**src/hw/rtl/rhsv_pkg.sv**
```systemverilog
// Shared types and constants for the RGB to HSV pixel core.
// Holds the channel payload structs and the divider pipeline stage record.
// No dependencies.
package rhsv_pkg;

    localparam int PIXEL_BITS    = 8;
    localparam int FRACTION_BITS = 16;
    // Hue divisor is 6*C, which needs three bits above the channel width
    localparam int DIV_BITS      = PIXEL_BITS + 3;

    typedef struct packed {
        logic [PIXEL_BITS-1:0] red;
        logic [PIXEL_BITS-1:0] green;
        logic [PIXEL_BITS-1:0] blue;
        logic                  last_in;
    } t_pix_in;

    typedef struct packed {
        logic [FRACTION_BITS-1:0] hue;
        logic [FRACTION_BITS-1:0] saturation;
        logic [PIXEL_BITS-1:0]    value_out;
        logic                     last_out;
    } t_hsv_out;

    // State of one item while it walks through the shared-step dividers
    typedef struct packed {
        logic                     gray;
        logic                     sat_full;
        logic                     last;
        logic [PIXEL_BITS-1:0]    value;
        logic [DIV_BITS-1:0]      div_h;
        logic [PIXEL_BITS-1:0]    rem_s;
        logic [DIV_BITS-1:0]      rem_h;
        logic [FRACTION_BITS-1:0] q_s;
        logic [FRACTION_BITS-1:0] q_h;
    } t_div_st;

endpackage

```
**src/hw/rtl/rhsv_prep.sv**
```systemverilog
// Front stage of the RGB to HSV core: max, min, chroma, hue sector and
// hue numerator, registered into the first divider record.
// Depends on rhsv_pkg.
module rhsv_prep (
    input  logic              i_clk,
    input  logic              i_rst_n,
    input  logic              i_valid,
    output logic              o_ready,
    input  rhsv_pkg::t_pix_in i_pix,
    output logic              o_valid,
    input  logic              i_ready,
    output rhsv_pkg::t_div_st o_st
);

    localparam int P  = rhsv_pkg::PIXEL_BITS;
    localparam int DW = rhsv_pkg::DIV_BITS;

    logic [P-1:0]  w_mx_rg, w_mn_rg, w_max, w_min, w_c;
    logic [DW-1:0] w_r, w_g, w_b, w_cw, w_d, w_t;
    rhsv_pkg::t_div_st n_st;
    rhsv_pkg::t_div_st r_st;
    logic r_valid;

    always_comb begin
        w_mx_rg = (i_pix.red > i_pix.green) ? i_pix.red : i_pix.green;
        w_mn_rg = (i_pix.red < i_pix.green) ? i_pix.red : i_pix.green;
        w_max   = (w_mx_rg > i_pix.blue) ? w_mx_rg : i_pix.blue;
        w_min   = (w_mn_rg < i_pix.blue) ? w_mn_rg : i_pix.blue;
        w_c     = w_max - w_min;
        w_r     = DW'(i_pix.red);
        w_g     = DW'(i_pix.green);
        w_b     = DW'(i_pix.blue);
        w_cw    = DW'(w_c);
        w_d     = (w_cw << 2) + (w_cw << 1);
        // Numerator already wrapped into one turn, so it lies in [0, 6C)
        if (i_pix.red == w_max) begin
            if (w_g >= w_b) begin
                w_t = w_g - w_b;
            end else begin
                w_t = w_d - (w_b - w_g);
            end
        end else if (i_pix.green == w_max) begin
            w_t = (w_cw << 1) + w_b - w_r;
        end else begin
            w_t = (w_cw << 2) + w_r - w_g;
        end

        n_st          = '0;
        n_st.gray     = (w_c == '0);
        n_st.sat_full = (w_c == w_max) && (w_c != '0);
        n_st.last     = i_pix.last_in;
        n_st.value    = w_max;
        n_st.div_h    = w_d;
        n_st.rem_s    = w_c;
        n_st.rem_h    = w_t;
    end

    assign o_ready = !r_valid || i_ready;

    always_ff @(posedge i_clk) begin
        if (!i_rst_n) begin
            r_valid <= 1'b0;
        end else if (o_ready) begin
            r_valid <= i_valid;
        end
    end

    always_ff @(posedge i_clk) begin
        if (o_ready && i_valid) begin
            r_st <= n_st;
        end
    end

    assign o_valid = r_valid;
    assign o_st    = r_st;

endmodule

```
**src/hw/rtl/rhsv_div_stage.sv**
```systemverilog
// One restoring-division step for both dividers (C/V and hue/6C),
// yielding one quotient bit each per stage, with its own handshake register.
// Depends on rhsv_pkg.
module rhsv_div_stage (
    input  logic              i_clk,
    input  logic              i_rst_n,
    input  logic              i_valid,
    output logic              o_ready,
    input  rhsv_pkg::t_div_st i_st,
    output logic              o_valid,
    input  logic              i_ready,
    output rhsv_pkg::t_div_st o_st
);

    localparam int P  = rhsv_pkg::PIXEL_BITS;
    localparam int F  = rhsv_pkg::FRACTION_BITS;
    localparam int DW = rhsv_pkg::DIV_BITS;

    logic [P:0]  w_sh_s;
    logic [DW:0] w_sh_h;
    logic        w_ge_s, w_ge_h;
    rhsv_pkg::t_div_st n_st;
    rhsv_pkg::t_div_st r_st;
    logic r_valid;

    always_comb begin
        w_sh_s = {i_st.rem_s, 1'b0};
        w_sh_h = {i_st.rem_h, 1'b0};
        w_ge_s = (w_sh_s >= {1'b0, i_st.value});
        w_ge_h = (w_sh_h >= {1'b0, i_st.div_h});

        n_st       = i_st;
        n_st.rem_s = w_ge_s ? P'(w_sh_s - {1'b0, i_st.value}) : w_sh_s[P-1:0];
        n_st.rem_h = w_ge_h ? DW'(w_sh_h - {1'b0, i_st.div_h}) : w_sh_h[DW-1:0];
        n_st.q_s   = {i_st.q_s[F-2:0], w_ge_s};
        n_st.q_h   = {i_st.q_h[F-2:0], w_ge_h};
    end

    assign o_ready = !r_valid || i_ready;

    always_ff @(posedge i_clk) begin
        if (!i_rst_n) begin
            r_valid <= 1'b0;
        end else if (o_ready) begin
            r_valid <= i_valid;
        end
    end

    always_ff @(posedge i_clk) begin
        if (o_ready && i_valid) begin
            r_st <= n_st;
        end
    end

    assign o_valid = r_valid;
    assign o_st    = r_st;

endmodule

```
**src/hw/rtl/rgb_to_hsv_pixel_core.sv**
```systemverilog
// RGB to HSV pixel core: one pixel in, one HSV result out.
// Input channel: i_valid / o_ready with payload i_pix (red, green, blue,
// last_in). Output channel: o_valid / i_ready with payload o_hsv (hue,
// saturation, value_out, last_out). An item moves when valid and ready are
// both high at a rising edge of i_clk.
// Throughput: one item per cycle while the output is not stalled. Stages: one
// front stage for max/min and the hue numerator, one stage per quotient bit
// of the two restoring dividers, and one output register that applies the
// gray and full-saturation cases.
// Hue is a fraction of a turn, saturation is C/V with 1.0 shown as all ones.
// Stall: every stage holds its item while the stage after it is full and
// stalled; empty stages keep filling, so bubbles close up. o_ready drops only
// when every stage holds an item and i_ready is low. Nothing is lost or
// repeated.
// Reset (i_rst_n low, synchronous) empties the pipeline; items in flight are
// dropped and o_valid is low in the cycle after.
// Depends on rhsv_pkg, rhsv_prep and rhsv_div_stage.
module rgb_to_hsv_pixel_core (
    input  logic               i_clk,
    input  logic               i_rst_n,
    input  logic               i_valid,
    output logic               o_ready,
    input  rhsv_pkg::t_pix_in  i_pix,
    output logic               o_valid,
    input  logic               i_ready,
    output rhsv_pkg::t_hsv_out o_hsv
);

    localparam int F = rhsv_pkg::FRACTION_BITS;

    logic              w_valid [0:F];
    logic              w_ready [0:F];
    rhsv_pkg::t_div_st w_st    [0:F];

    logic               w_out_ready;
    rhsv_pkg::t_hsv_out n_hsv;
    rhsv_pkg::t_hsv_out r_hsv;
    logic               r_out_valid;

    rhsv_prep u_prep (
        .i_clk   (i_clk),
        .i_rst_n (i_rst_n),
        .i_valid (i_valid),
        .o_ready (o_ready),
        .i_pix   (i_pix),
        .o_valid (w_valid[0]),
        .i_ready (w_ready[0]),
        .o_st    (w_st[0])
    );

    for (genvar k = 0; k < F; k++) begin : g_div
        rhsv_div_stage u_stage (
            .i_clk   (i_clk),
            .i_rst_n (i_rst_n),
            .i_valid (w_valid[k]),
            .o_ready (w_ready[k]),
            .i_st    (w_st[k]),
            .o_valid (w_valid[k+1]),
            .i_ready (w_ready[k+1]),
            .o_st    (w_st[k+1])
        );
    end

    assign w_out_ready = !r_out_valid || i_ready;
    assign w_ready[F]  = w_out_ready;

    always_comb begin
        n_hsv.value_out = w_st[F].value;
        n_hsv.last_out  = w_st[F].last;
        if (w_st[F].gray) begin
            n_hsv.hue        = '0;
            n_hsv.saturation = '0;
        end else begin
            n_hsv.hue        = w_st[F].q_h;
            n_hsv.saturation = w_st[F].sat_full ? '1 : w_st[F].q_s;
        end
    end

    always_ff @(posedge i_clk) begin
        if (!i_rst_n) begin
            r_out_valid <= 1'b0;
        end else if (w_out_ready) begin
            r_out_valid <= w_valid[F];
        end
    end

    always_ff @(posedge i_clk) begin
        if (w_out_ready && w_valid[F]) begin
            r_hsv <= n_hsv;
        end
    end

    assign o_valid = r_out_valid;
    assign o_hsv   = r_hsv;

`ifndef SYNTHESIS
    // An empty or draining output register frees the whole ready chain
    a_ready_chain: assert property (@(posedge i_clk) disable iff (!i_rst_n)
        (!o_valid || i_ready) |-> o_ready)
        else $error("input stalled while output side can move");

    // A black pixel has no chroma, so hue and saturation are zero
    a_black_gray: assert property (@(posedge i_clk) disable iff (!i_rst_n)
        (o_valid && (o_hsv.value_out == '0)) |->
        ((o_hsv.hue == '0) && (o_hsv.saturation == '0)))
        else $error("nonzero hue or saturation for black pixel");

    a_reset_empty: assert property (@(posedge i_clk)
        !i_rst_n |=> !o_valid)
        else $error("output valid right after reset");

    // Full saturation only arises when the minimum channel is zero
    a_full_sat: assert property (@(posedge i_clk) disable iff (!i_rst_n)
        (w_valid[F] && w_st[F].sat_full) |-> (w_st[F].rem_s == w_st[F].value))
        else $error("saturation divider remainder broken for full chroma");
`endif

endmodule

```
**config.mk**
```make
export PLATFORM = sky130hd
export DESIGN_NAME = rgb_to_hsv_pixel_core
export DESIGN_NICKNAME = d
export VERILOG_FILES = /design/src/hw/rtl/rhsv_pkg.sv /design/src/hw/rtl/rhsv_prep.sv /design/src/hw/rtl/rhsv_div_stage.sv /design/src/hw/rtl/rgb_to_hsv_pixel_core.sv
export SDC_FILE = /design/constraint.sdc
export NUM_CORES = 2
export LEC_CHECK = 0
export BUFFER_PORTS_ARGS = -buffer_cell sky130_fd_sc_hd__buf_2
export CAP_MARGIN = 20
export CORE_MARGIN = 8
export CORE_UTILIZATION = 60
export CTS_BUF_LIST = sky130_fd_sc_hd__clkbuf_4
export CTS_CLUSTER_DIAMETER = 120
export DETAILED_ROUTE_END_ITERATION = 6
export PLACE_DENSITY = 0.82
export SLEW_MARGIN = 30
export SYNTH_ARGS = -nofsm -noshare
export SYNTH_HDL_FRONTEND = slang
export SYNTH_SLANG_ARGS = --single-unit
export TNS_END_PERCENT = 100
```
**constraint.sdc**
```tcl
create_clock -name i_clk -period 10.72 [get_ports i_clk]
set_clock_uncertainty 0.05 [all_clocks]
set_input_delay 0 -clock i_clk [delete_from_list [all_inputs] [get_ports i_clk]]
set_output_delay 0 -clock i_clk [all_outputs]
set_load 0.005 [all_outputs]
```
==> summary.txt <==
Final layout
  – Filler Cells Inserted: 5353
  – Final instance area: 53300 um2
  – Area delta synth->final: 11.4%
  – FF/Latch Area: 28800 um2
  – Share of cells above drive strength 1: 0.123
  – Fin nets: 4664
  – Multi-input logic area: 16900 um2

Floorplanning
  – Die area: 89000 um2
  – Die height: 298 um
  – Core area: 79000 um2
  – Rows: 103
  – Initial Util: 0.605
  – Chip Width: 298 um
  – Io pins: 72

Timing
  – Unrepaired setup endpoints after global routing: false
  – Max-slew headroom: 0.336
  – Worst Max-Slew Pin Slew: 0.993 ns
  – Final TNS setup: 0 ns
  – Crit share post-route: 0.849
  – Final min period: 9.10 ns
  – Fmax achieved: 110 MHz
  – Slew Limit Fails: 0
  – Final setup viols: 0
  – Fin. Hold Viols: 0

Outcome
  – Status: finished, final reports clean

Yosys
  – Top_reg_cell synth: edfxtp_1
  – Post-Syn Instances: 3869
  – Yosys cell types: 67
  – Synthesized flop and latch total: 966
  – Syn nets: 4321
  – Async set-reset flop share out of synthesis: 0
  – Ys Warns: 0
  – Post-synthesis cell area: 47800 um2
  – Sequential element share of the synthesized area: 0.603
  – Syn avg cell area: 12.4 um2
  – Number of synthesized flops with an enable pin: 948

Routing
  – First-pass iteration count of the detailed router: 6
  – Routed vias: 29800
  – DRT met1 WL: 32500 um
  – Met3 wire length: 3860 um
  – DRC viols: 0
  – Met2 wire len: 49300 um
  – Routed WL per cell: 16.4 um
  – Vias per inst: 5.47
  – Final antenna-violating net count: 0
  – Max layer used: met4
  – DRT Wirelength: 89200 um
  – Initial DRC count: 1587

Setup path
  – Crit-path max FO: 21
  – CP required: 11.43 ns
  – CP peak stage delay: 0.70 ns
  – CP max stage cell: and2_1
  – Worst path arrival time: 9.80 ns
  – Crit path kind: in -> reg
  – CP startpoint kind: primary input
  – Crit end category: flop

Global routing
  – Largest net degree at the start of global routing: 70
  – Initial antenna violation count: 3
  – Total gr overflow: 0
  – Number of global-route vias before repair: 31600
  – First-pass GRT wire length: 147000 um
  – Tot GR Track Use: 0.200

Clock network
  – Setup Fix Bufs, Post-CTS: 0
  – Clock Path Buffers: 3
  – Num CTS Buffers: 230
  – CTS tree: done
  – CTS sink count: 966
  – CTS H-tree lvls: 4
  – Hold bufs inserted after CTS: 65
  – Clock latency on the worst-skew pair: 1.05 ns
  – Post-cts repair resize count: 0
  – Reg clk slew, reported paths: 0.07 ns
  – Clk root buf: clkbuf_4

Placed design
  – Post-DP Area: 49700 um2
  – Final HPWL DP: 64400 um
  – IO buf count: 71
  – Final Wtd Congestion: 0.922

Worst hold path
  – Hold WC Path Type: in -> reg

Power
  – Worst IR drop on VDD: 0.242 mV
  – Power density cells: 195 nW/um2
  – Leakage power: 21.3 nW

Run
  – Number of max-cap violations: 0
-- state kept, by name, indices dropped and copies added (netlist names) --
signal and flops:
g_div.u_stage.o_st 868, g_div.u_stage.o_valid 16, o_hsv 41, o_valid 1, u_prep.o_st 39, u_prep.o_valid 1
-- report_power, final --
part           internal, mW  switching [mW]  total [mW]  leakage [nW]
Sequential             4.34          0.0867        4.42          8.59
Clock                  1.49            1.40        2.89          1.75
Combinational          1.41            1.68        3.09          10.9
Total                  7.23            3.17        10.4          21.3
-- critical path, delay by kind of cell --
family / cells / cell delay, ns
AOI/OAI and AO/OA: 13 / 3.46
buffers and inverters: 9 / 2.46
adders and majority gates: 6 / 1.77
and+or+nand+nor: 7 / 1.49
muxes: 2 / 0.45
xor gates and xnor gates: 1 / 0.16
-- final timing paths --
| kind | from | slack (ns) | end | cells past startpoint |
|---|---|---|---|---|
| worst min-delay path | i_pix[0] | 0.17 | u_prep.o_st[70]$_DFFE_PP_ | 3 |
| worst max register to register | o_valid$_SDFFE_PN0P_ | 6.00 | u_prep.o_valid$_SDFFE_PN0N_ | 13 |
| worst max-delay path | i_pix[17] | 1.62 | u_prep.o_st[41]$_DFFE_PP_ | 38 |
| worst min register to register | g_div[6].u_stage.o_st[5]$_DFFE_PP_ | 0.33 | g_div[7].u_stage.o_st[6]$_DFFE_PP_ | 0 |
-- cell families (layout without fill, tap and decap cells) --
group                    count (synthesis)  count (layout)  share of synthesized area
flip-flops                             966             966                      0.603
AND/OR/NAND/NOR                        821             821                     0.0831
AO/OA/AOI/OAI                          796             796                     0.0997
buffers and inverters                  610            1131                     0.0483
adder cells (fa/ha/maj)                425             425                      0.118
XOR/XNOR                               206             206                     0.0377
multiplexers                            45              45                     0.0102
other                                    0               3                          0
-- routing by layer --
layer,vias up,GRT usage
met3,286,0.0409
met1,14200,0.199
met5,-,0
met4,0,0.0911
met2,768,0.392
li1,14600,-
-- cell type report --
class,count,area share
antenna,3,0.000141
clock buffer,342,0.0482
clock inverter,68,0.00657
inverter,555,0.0391
multi-input combinational,2293,0.317
sequential,966,0.541
tap,1050,0.0247
timing repair buffer,166,0.0237
-- cells in the final DEF, fill, tap and decap left out, types with 19 or more instances in the layout --
cell type / n
a21boi_0: 43
a21o_1: 53
a21oi_1: 228
and2_1: 32
buf_2: 71
buf_4: 27
clkbuf_4: 342
clkinv_1: 44
dlygate4sd3_1: 65
edfxtp_1: 948
fa_1: 45
ha_1: 378
inv_1: 553
mux2_2: 27
nand2_1: 220
nand2b_1: 59
nand3_1: 29
nand4_1: 51
nor2_1: 240
nor2b_1: 108
o21a_1: 19
o21ai_0: 290
o31ai_1: 45
xnor2_1: 142
xor2_1: 64
-- Yosys cell counts (5+ instances only) --
master	instances	area, um2
a221oi_1	17	149
or4_1	17	128
or2_2	5	31.3
o21ai_1	14	70.1
nand4_1	51	319
edfxtp_1	948	28500
o21bai_1	12	90.1
inv_1	553	2080
o211a_1	15	150
a211oi_1	14	105
ha_1	378	4730
nand2_1	220	826
o31ai_1	45	338
clkbuf_1	49	184
mux2_2	27	304
and2_1	32	200
fa_1	45	901
nand3_1	29	145
nand2b_1	59	369
nor3_1	13	65.1
o21ai_0	290	1450
mux2i_1	17	170
xnor2_1	142	1240
dfxtp_1	18	360
a21oi_1	230	1150
a21boi_0	49	368
a311oi_1	5	43.8
a21o_1	53	398
xor2_1	64	561
nor2b_1	122	763
nor2_1	241	905
and3_1	11	68.8
o21a_1	19	143
-- per-stage QoR --
stage / hold WS (ns) / power [mW] / setup WS, ns / util / cells
finish: 0.165 / 10.4 / 1.62 / 0.675 / 5443
global route: 0.101 / 11.0 / 1.07 / 0.674 / 5442
CTS: 0.0133 / 10.4 / 1.83 / 0.674 / 5438
detailed placement: 0.129 / 7.36 / 2.26 / 0.629 / 4963
global placement: 0.129 / 7.26 / 2.37 / 0.628 / 4962
floorplan: 0.0489 / 6.72 / 3.72 / - / 3869
Power figures use the tool's default switching activity.
